[src/lcar_pkg.sv]
// ----------------------------------------------------------------------------
// Load cell reader package
// Widths, constants and transfer types shared by the reader and its checker.
// ----------------------------------------------------------------------------
package lcar_pkg;

  localparam int CODE_BITS    = 24;
  localparam int DIVISOR_BITS = 16;

  typedef struct packed {
    logic data_level;
    logic mode;
  } tick_t;

  typedef struct packed {
    logic                 clock_level;
    logic                 conversion_done;
    logic [CODE_BITS-1:0] raw_code;
    logic [CODE_BITS-1:0] weight;
    logic                 weight_updated;
  } result_t;

endpackage

[src/load_cell_adc_reader_with_tare_unit.sv]
// ----------------------------------------------------------------------------
// Load cell reader with tare
// Drives the two-wire serial interface of a 24-bit bridge converter one
// half-bit tick at a time, shifts the code in bit by bit, captures a tare and
// scales the tare-corrected code with a bit-serial restoring divider.
// ----------------------------------------------------------------------------
//   Channel  Handshake            Payload
//   in       in_valid / in_stall  in_data  (lcar_pkg::tick_t, one tick)
//   out      out_valid/ out_stall out_data (lcar_pkg::result_t, one per tick)
//   cfg      cfg_valid/ cfg_ready cfg_data (scale divisor)
//
// A tick normally yields its result in the cycle after its transfer.
// A measure-mode completion with a code above the tare runs the divider,
// one quotient bit per cycle, and its result appears once the last quotient
// bit is in; no tick is taken meanwhile.
// Reset is synchronous and clears all state; the divisor returns to one.
// While a result waits under out_stall, in_stall is held high.
// ----------------------------------------------------------------------------
module load_cell_adc_reader_with_tare_unit (
  input  logic                                 clk,
  input  logic                                 rst,
  input  logic                                 in_valid,
  output logic                                 in_stall,
  input  lcar_pkg::tick_t                      in_data,
  output logic                                 out_valid,
  input  logic                                 out_stall,
  output lcar_pkg::result_t                    out_data,
  input  logic                                 cfg_valid,
  output logic                                 cfg_ready,
  input  logic [lcar_pkg::DIVISOR_BITS-1:0]    cfg_data
);

  localparam int CB    = lcar_pkg::CODE_BITS;
  localparam int DB    = lcar_pkg::DIVISOR_BITS;
  localparam int CNT_W = $clog2(CB + 1);
  localparam logic [CB-1:0]    SIGN     = {1'b1, {(CB-1){1'b0}}};
  localparam logic [CNT_W-1:0] LAST_BIT = CNT_W'(CB - 1);

  typedef enum logic [1:0] {PH_IDLE, PH_HIGH, PH_LOW, PH_TAIL} phase_t;
  typedef enum logic {CTL_RUN, CTL_DIV} ctl_t;

  phase_t          phase;
  ctl_t            ctl;
  logic [CNT_W-1:0] bit_count;
  logic [CNT_W-1:0] div_count;
  logic [CB-1:0]   shift_value;
  logic            latched_mode;
  logic [CB-1:0]   tare_value;
  logic [CB-1:0]   weight_value;
  logic [CB-1:0]   last_code;
  logic [DB-1:0]   scale_divisor;
  logic [DB-1:0]   divisor;
  logic [DB-1:0]   rem;
  logic [CB-1:0]   quo;

  logic            accept;
  logic [CB-1:0]   sample_code;
  logic [CB-1:0]   diff;
  logic [DB:0]     shifted;
  logic [DB+1:0]   trial;
  logic            take;
  logic [DB-1:0]   rem_next;
  logic [CB-1:0]   quo_next;
  logic            clock_next;
  logic            done_next;
  logic            start_div;
  logic            finish;
  logic            out_valid_next;

  assign in_stall  = (ctl == CTL_DIV) | (out_valid & out_stall);
  assign accept    = in_valid & ~in_stall;
  assign cfg_ready = 1'b1;

  assign sample_code = {shift_value[CB-2:0], in_data.data_level} ^ SIGN;
  assign diff        = sample_code - tare_value;

  assign shifted  = {rem, quo[CB-1]};
  assign trial    = {1'b0, shifted} - {2'b00, divisor};
  assign take     = ~trial[DB+1];
  assign rem_next = take ? trial[DB-1:0] : shifted[DB-1:0];
  assign quo_next = {quo[CB-2:0], take};

  always_comb begin
    clock_next = 1'b0;
    done_next  = 1'b0;
    start_div  = 1'b0;
    case (phase)
      PH_IDLE: begin
        clock_next = ~in_data.data_level;
      end
      PH_HIGH: begin
        clock_next = 1'b0;
      end
      PH_LOW: begin
        clock_next = 1'b1;
        if (bit_count == LAST_BIT) begin
          done_next = 1'b1;
          start_div = ~latched_mode & (sample_code > tare_value);
        end
      end
      default: begin
        clock_next = 1'b0;
      end
    endcase
  end

  assign finish         = (ctl == CTL_DIV) && (div_count == LAST_BIT);
  assign out_valid_next = finish | (accept & ~start_div) | (out_valid & out_stall);

  always_ff @(posedge clk) begin
    if (rst) begin
      phase         <= PH_IDLE;
      ctl           <= CTL_RUN;
      bit_count     <= '0;
      div_count     <= '0;
      shift_value   <= '0;
      latched_mode  <= 1'b0;
      tare_value    <= '0;
      weight_value  <= '0;
      last_code     <= '0;
      scale_divisor <= DB'(1);
      divisor       <= DB'(1);
      rem           <= '0;
      quo           <= '0;
      out_valid     <= 1'b0;
      out_data      <= '0;
    end else begin
      if (cfg_valid && cfg_ready) begin
        scale_divisor <= cfg_data;
      end
      out_valid <= out_valid_next;

      if (ctl == CTL_DIV) begin
        rem       <= rem_next;
        quo       <= quo_next;
        div_count <= div_count + CNT_W'(1);
        if (div_count == LAST_BIT) begin
          ctl          <= CTL_RUN;
          weight_value <= quo_next;
          out_data     <= {1'b1, 1'b1, last_code, quo_next, 1'b1};
        end
      end else if (accept) begin
        out_data <= {clock_next, done_next, done_next ? sample_code : last_code,
                     weight_value, 1'b0};
        case (phase)
          PH_IDLE: begin
            if (!in_data.data_level) begin
              latched_mode <= in_data.mode;
              bit_count    <= '0;
              shift_value  <= '0;
              phase        <= PH_HIGH;
            end
          end
          PH_HIGH: begin
            phase <= PH_LOW;
          end
          PH_LOW: begin
            shift_value <= {shift_value[CB-2:0], in_data.data_level};
            bit_count   <= bit_count + CNT_W'(1);
            if (bit_count == LAST_BIT) begin
              phase     <= PH_TAIL;
              last_code <= sample_code;
              if (latched_mode) begin
                tare_value <= sample_code;
              end
            end else begin
              phase <= PH_HIGH;
            end
          end
          default: begin
            phase <= PH_IDLE;
          end
        endcase
        if (start_div) begin
          ctl       <= CTL_DIV;
          div_count <= '0;
          rem       <= '0;
          quo       <= diff;
          divisor   <= (scale_divisor == '0) ? DB'(1) : scale_divisor;
        end
      end
    end
  end

endmodule

[config.mk]
export PLATFORM = sky130hd
export DESIGN_NAME = load_cell_adc_reader_with_tare_unit
export DESIGN_NICKNAME = d
export VERILOG_FILES = /design/src/lcar_pkg.sv /design/src/load_cell_adc_reader_with_tare_unit.sv
export SDC_FILE = /design/constraint.sdc
export NUM_CORES = 1
export LEC_CHECK = 0
export BUFFER_PORTS_ARGS = -buffer_cell sky130_fd_sc_hd__buf_2
export CELL_PAD_IN_SITES_DETAIL_PLACEMENT = 1
export CELL_PAD_IN_SITES_GLOBAL_PLACEMENT = 1
export CORE_UTILIZATION = 45
export CTS_CLUSTER_DIAMETER = 30
export DETAILED_ROUTE_END_ITERATION = 6
export GPL_TIMING_DRIVEN = 0
export PLACE_DENSITY = 0.87
export SLEW_MARGIN = 20
export SYNTH_ARGS = -nofsm -noshare
export SYNTH_HDL_FRONTEND = slang
export SYNTH_SLANG_ARGS = --single-unit
export TNS_END_PERCENT = 50
[constraint.sdc]
create_clock -name clk -period 6.7 [get_ports clk]
set_clock_uncertainty 0.15 [all_clocks]
set_input_delay 1.005 -clock clk [delete_from_list [all_inputs] [get_ports clk]]
set_output_delay 1.005 -clock clk [all_outputs]
set_load 0.01 [all_outputs]
==> results.sh, run 1 <==
export IMPL_outcome="completed"
export IMPL_antenna_left=0
export IMPL_ys_flop_type="dfxtp_1"
export IMPL_ys_ff_latch=233
export IMPL_synth_cell_types=70
export IMPL_r2r_slack_ps=3110
export IMPL_num_rows=56
export IMPL_synth_warnings=0
export IMPL_hold_viol=0
export IMPL_detailed_place_hpwl_um=25220
export IMPL_ioPinCount=77
export IMPL_grt_overflow=0
export IMPL_power_density_nw_per_um2=308.8
export IMPL_max_cap_violations=0
export IMPL_synth_seq_area_share_pct=42.68
export IMPL_viasPerCell=5.882
export IMPL_drcViolationCount=0
export IMPL_gp_congestion=0.8987
export IMPL_dr_pass1_iters=7
export IMPL_endpoint_kind="flip-flop"
export IMPL_async_flop_share_pct=0
export IMPL_synthCells=1351
export IMPL_syn_to_final_growth_pct=23.23
export IMPL_drv_slew=0
export IMPL_crit_path_start_kind="input port"
export IMPL_hold_depth=2
export IMPL_coreArea_sq_um=23610
export IMPL_maxSlewHeadroom_pct=42.30
export IMPL_max_slew_worst_pin_slew_ps=865.5
export IMPL_cts_buffers=51
export IMPL_clkTransAtPathRegs_ps=50
export IMPL_post_cts_buffers=0
export IMPL_min_period_ps=3869
export IMPL_numPortBuffers=73
export IMPL_synth_avg_cell_area_sq_um=8.089
export IMPL_die_area_sq_um=24910
export IMPL_clockBufferDepth=3
export IMPL_root_buffer="clkbuf_16"
export IMPL_grt_start_max_net_pins=14
export IMPL_wl_per_cell_um=21.32
export IMPL_required_ps=6960
export IMPL_utilization_pct=57.03
export IMPL_nets=1544
export IMPL_cts_tree="built"
export IMPL_timing_final_crit_share_pct=57.75
export IMPL_setup_viol=0
export IMPL_reg2reg_from="shift_value[0]"
export IMPL_cp_endpoint="divisor[13]"
export IMPL_antenna_found_initial=0
export IMPL_critPathArrivalTime_ps=4130
export IMPL_final_common_cell="nand2_1"
export IMPL_path_class="input port to flip-flop"
export IMPL_cellLeakagePower_nw=5.061
export IMPL_final_cell_mix="247 x nand2_1, 233 x dfxtp_1, 172 x a21oi_1"
export IMPL_die_h_um=157.8
export IMPL_drt_iter0_drc=589
export IMPL_drive_gt1_share_pct=12.31
export IMPL_grt_pass1_vias=11370
export IMPL_fin_tns_setup_ps=0
export IMPL_initial_core_util_pct=46.28
export IMPL_num_vias=10810
export IMPL_grtUsageTotal_pct=31.98
export IMPL_h_tree_depth=2
export IMPL_fp_dieW_um=157.8
export IMPL_hp_class="flip-flop to flip-flop"
export IMPL_critical_path_max_fanout=10
export IMPL_cts_sinks=233
export IMPL_drt_wl_total_um=39190
export IMPL_cp_startpoint="in_data[1]"
export IMPL_reg2reg_to="divisor[13]"
export IMPL_postSynthNetCount=1418
export IMPL_clock_latency_ps=560
export IMPL_grt_pass1_wl_um=61720
export IMPL_synth_area_sq_um=10930
export IMPL_power_mw=4.158
export IMPL_diodes=0
export IMPL_max_vdd_ir_drop_mv=0.1729
export IMPL_clock_fmax_ghz=0.2584
export IMPL_post_cts_resized=0
export IMPL_worstRegToRegCells=12
export IMPL_grt_setup_unrepaired="no"
export IMPL_synth_edf_count=0
export IMPL_postCtsHoldBufs=0
export IMPL_fillers=2845
sequential cells by signal, summed over array words and instances, names as in the netlist:
signal         flops
tare_value        24
weight_value      24
out_valid          1
bit_count          5
shift_value       23
quo               24
ctl                1
last_code         24
latched_mode       1
rem               16
div_count          5
phase              2
divisor           16
out_data          51
scale_divisor     16
routing by layer:
layer / global-route usage (%) / wire length [um] / share of wire, %
met1: 37.73 / 15940 / 41
met4: 14.56 / 1594 / 4.1
met3: 6.625 / 2748 / 7.0
met5: 0 / 0 / 0
met2: 55.49 / 18910 / 48
cells in the mapped netlist, drive strengths merged, types with 2 or more instances:
cell,n,area [sq um]
clkbuf,59,221.5
o31ai,3,27.52
a31o,2,17.52
a21o,11,82.58
ha,42,525.5
and3,3,18.77
inv,55,206.5
a311oi,6,52.55
a22oi,20,150.1
a21oi,173,869.6
nor2b,9,56.30
a211oi,46,345.3
a211o,2,17.52
or2,4,27.53
mux2i,65,650.6
nor4,5,31.28
fa,2,40.04
a221o,2,20.02
o2111ai,4,41.29
nand2b,6,37.54
nand2,247,927.1
mux2,2,22.52
o211ai,5,37.54
nor3,13,75.07
o21a,10,75.07
nand3,35,175.2
o211a,3,30.03
o2111a,2,22.52
and2,9,56.31
nor3b,4,40.03
xor2,9,78.83
nand4,5,46.29
dfxtp,233,4664
a31oi,8,50.05
nor2,140,528.0
buf,26,122.6
a221oi,3,26.28
o21bai,4,30.03
o21ai,41,205.2
xnor2,17,148.9
kinds of logic (layout without fill, tap and decap cells):
logic type               Yosys count  after routing  share of synthesized area [%]
AO/OA/AOI/OAI                    355            355                          20.00
other                              1              1                        0.03432
flip-flops                       233            233                          42.68
buffers and inverters            141            309                          5.072
AND/OR/NAND/NOR                  484            484                          18.79
multiplexers                      67             67                          6.160
XOR/XNOR                          26             26                          2.084
adder cells (fa/ha/maj)           44             44                          5.175
power breakdown:
part           leakage (nW)  internal (mW)  switching (mW)
sequential             1.89           1.42          0.0169
clock                 0.852           1.76           0.808
combinational          2.32         0.0476           0.112
total                  5.06           3.22           0.937
worst min-delay path by stage:
stage / from / end / slack, ps
6_report: last_code[6] / last_code[6] / 310
3_3_place_gp: weight_value[1] / weight_value[1] / 290
4_1_cts: last_code[16] / last_code[16] / 310
3_5_place_dp: tare_value[8] / tare_value[8] / 300
2_1_floorplan: last_code[0] / last_code[0] / 290
5_1_grt: weight_value[23] / weight_value[23] / 320
area by class of cell:
class | instances | area, sq um | share of cell area [%]
Tap cell | 319 | 399.1 | 2.964
Clock inverter | 22 | 292.8 | 2.174
Buffer | 85 | 344.1 | 2.555
Sequential cell | 233 | 4664 | 34.64
Clock buffer | 73 | 1481 | 11.00
Inverter | 56 | 210.2 | 1.561
Multi-Input combinational cell | 977 | 5709 | 42.40
Timing Repair Buffer | 73 | 365.4 | 2.713
critical path, cell delays in order:
cell and delay, ps:
buf_2 200, inv_1 70, ha_1 220, fa_1 390, nand2b_1 200, a21o_1 210, a211oi_1 490, o2111a_1 340
or2_4 160, buf_4 180, buf_2 340, nor2_1 80, a21oi_1 160, nor2_1 80
through the flow:
stage                     setup WS [ps]  cells  hold WS, ps  instance area (sq um)
after floorplan                    3277   1351        285.7                  10930
after global placement             2594   1743        290.7                  11690
after detailed placement           2505   1743        297.0                  11690
after CTS                          2921   1838        306.3                  13470
after global routing               2778   1838        323.1                  13470
final                              2831   1838        305.9                  13470
Power figures use the tool's default switching activity.
==> run 2: changes to the inputs <==
--- a/config.mk
+++ b/config.mk
@@ -8,11 +8,11 @@
 export BUFFER_PORTS_ARGS = -buffer_cell sky130_fd_sc_hd__buf_2
 export CELL_PAD_IN_SITES_DETAIL_PLACEMENT = 1
 export CELL_PAD_IN_SITES_GLOBAL_PLACEMENT = 1
-export CORE_UTILIZATION = 45
+export CORE_UTILIZATION = 41
 export CTS_CLUSTER_DIAMETER = 30
 export DETAILED_ROUTE_END_ITERATION = 6
 export GPL_TIMING_DRIVEN = 0
-export PLACE_DENSITY = 0.87
+export PLACE_DENSITY = 0.84
 export SLEW_MARGIN = 20
 export SYNTH_ARGS = -nofsm -noshare
 export SYNTH_HDL_FRONTEND = slang
==> constraint.sdc (replaced) <==
create_clock -name clk -period 3.45 [get_ports clk]
set_clock_uncertainty 0.15 [all_clocks]
set_input_delay 0.5175 -clock clk [delete_from_list [all_inputs] [get_ports clk]]
set_output_delay 0.5175 -clock clk [all_outputs]
set_load 0.01 [all_outputs]
==> results.sh, run 2 (same netlist as run 1, synthesis figures left out) <==
export IMPL_outcome="finished, violations left"
export IMPL_violations="design-rule violations"
export IMPL_critical_path_max_fanout=10
export IMPL_cts_tree="built"
export IMPL_cellLeakagePower_nw=5.054
export IMPL_pwr_share_seq_pct=34.9
export IMPL_ioPinCount=77
export IMPL_nets=1543
export IMPL_syn_to_final_growth_pct=23.33
export IMPL_drt_wl_total_um=36190
export IMPL_final_common_cell="nand2_1"
export IMPL_clock_latency_ps=560
export IMPL_die_area_sq_um=27310
export IMPL_switching_share_pct=23.83
export IMPL_clkTransAtPathRegs_ps=50
export IMPL_drive_gt1_share_pct=13.04
export IMPL_wl_met2_um=17250
export IMPL_placed_area_sq_um=11710
export IMPL_cts_buffers=50
export IMPL_grt_pass1_vias=10730
export IMPL_utilization_pct=51.58
export IMPL_coreArea_sq_um=26130
export IMPL_clock_fmax_ghz=0.3072
export IMPL_gp_congestion=0.9030
export IMPL_max_vdd_ir_drop_mv=0.4103
export IMPL_drcViolationCount=10
export IMPL_met1_length_um=15850
export IMPL_post_cts_buffers=0
export IMPL_top_register="out_data"
export IMPL_setup_viol=0
export IMPL_num_rows=59
export IMPL_p_clk_share_pct=61.2
export IMPL_highest_layer="met4"
export IMPL_antenna_left=0
export IMPL_min_period_ps=3255
export IMPL_hp_class="input port to flip-flop"
export IMPL_path_class="flip-flop to flip-flop"
export IMPL_postLayoutCellArea_sq_um=13480
export IMPL_numPortBuffers=73
export IMPL_largest_register_ffs=51
export IMPL_dr_wl_met3_um=1990
export IMPL_viasPerCell=5.588
export IMPL_initial_core_util_pct=41.82
export IMPL_combPwrFrac_pct=3.8
export IMPL_fillers=3202
export IMPL_grt_pass1_wl_um=56700
export IMPL_maxSlewHeadroom_pct=45.13
export IMPL_drt_iter0_drc=561
export IMPL_power_density_nw_per_um2=590.9
export IMPL_hold_viol=0
export IMPL_final_cell_mix="247 x nand2_1, 232 x dfxtp_1, 172 x a21oi_1"
export IMPL_max_cap_violations=0
export IMPL_grt_start_max_net_pins=14
export IMPL_num_vias=10360
export IMPL_drv_slew=0
export IMPL_die_h_um=165.3
export IMPL_cts_sinks=233
export IMPL_diodes=0
export IMPL_grtUsageTotal_pct=26.81
export IMPL_h_tree_depth=2
export IMPL_crit_path_start_kind="flip-flop"
export IMPL_wl_per_cell_um=19.53
export IMPL_timing_final_crit_share_pct=94.35
export IMPL_detailed_place_hpwl_um=25200
export IMPL_required_ps=3760
export IMPL_intPower_mw=6.066
export IMPL_clockBufferDepth=3
export IMPL_root_buffer="clkbuf_16"
export IMPL_max_slew_worst_pin_slew_ps=823.0
export IMPL_dr_pass1_iters=7
export IMPL_antenna_found_initial=0
export IMPL_hold_slack_ps=65.23
export IMPL_switching_power_mw=1.898
export IMPL_endpoint_kind="flip-flop"
export IMPL_critPathArrivalTime_ps=3560
export IMPL_fp_dieW_um=165.3
export IMPL_grt_overflow=0
==> run 2: timing repair <==
| action | 4_1_cts | 5_1_grt |
|---|---|---|
| resized for setup | 1 | 7 |
| hold buffers | 0 | 0 |
| pin swaps | 0 | 0 |
| setup endpoints to repair | 1 | 40 |
==> run 2: final cells by class <==
class	count	area (sq um)	area share [%]
multi-input combinational	977	5736	42.55
sequential	233	4666	34.62
clock buffer	57	1319	9.785
tap	335	419.2	3.110
clock inverter	37	416.7	3.091
timing repair buffer	73	365.4	2.711
buffer	85	346.6	2.571
inverter	56	210.2	1.560
==> run 2: final timing paths <==
check	start	endpoint	slack (ps)	cells past startpoint
worst min register to register	tare_value[19]	tare_value[19]	300	2
worst min-delay path	cfg_data[1]	scale_divisor[1]	70	3
worst max-delay path	shift_value[12]	rem[13]	190	11
worst max register to register	shift_value[12]	rem[13]	190	11
==> run 2: metal layers <==
metal | vias to the layer above | global-route usage, %
met5 | - | 0
met4 | 0 | 10.63
met3 | 88 | 4.820
met2 | 250 | 45.13
met1 | 5082 | 33.76
li1 | 4935 | -
==> run 2: metrics by stage <==
| step | total power, mW | std cells | setup TNS [ps] | setup WS, ps |
|---|---|---|---|---|
| after floorplan | 2.995 | 1351 | 0 | 514.5 |
| after global placement | 3.124 | 1759 | -3447 | -204.2 |
| after detailed placement | 3.135 | 1759 | -7528 | -287.3 |
| after CTS | 8.007 | 1853 | 0 | 36.28 |
| after global routing | 8.171 | 1853 | -19.51 | -19.51 |
| final | 7.964 | 1853 | 0 | 194.9 |
==> run 2: power by group through the flow <==
stage	Combinational, mW	Clock, mW	Sequential (mW)
floorplan	0.152	0	2.84
global placement	0.294	0	2.83
detailed placement	0.302	0	2.83
CTS	0.306	4.92	2.78
global route	0.333	5.06	2.78
finish	0.306	4.88	2.78
==> run 2: critical path, cell delays in order (launching register included) <==
cell and delay (ps):
dfxtp_1 540, ha_1 300, buf_2 170, a21oi_1 290, o21ai_0 140, a21o_1 200, o2111a_1 270, or2_4 260
nor3_4 310, buf_2 310, nand2_1 100, o21ai_1 110
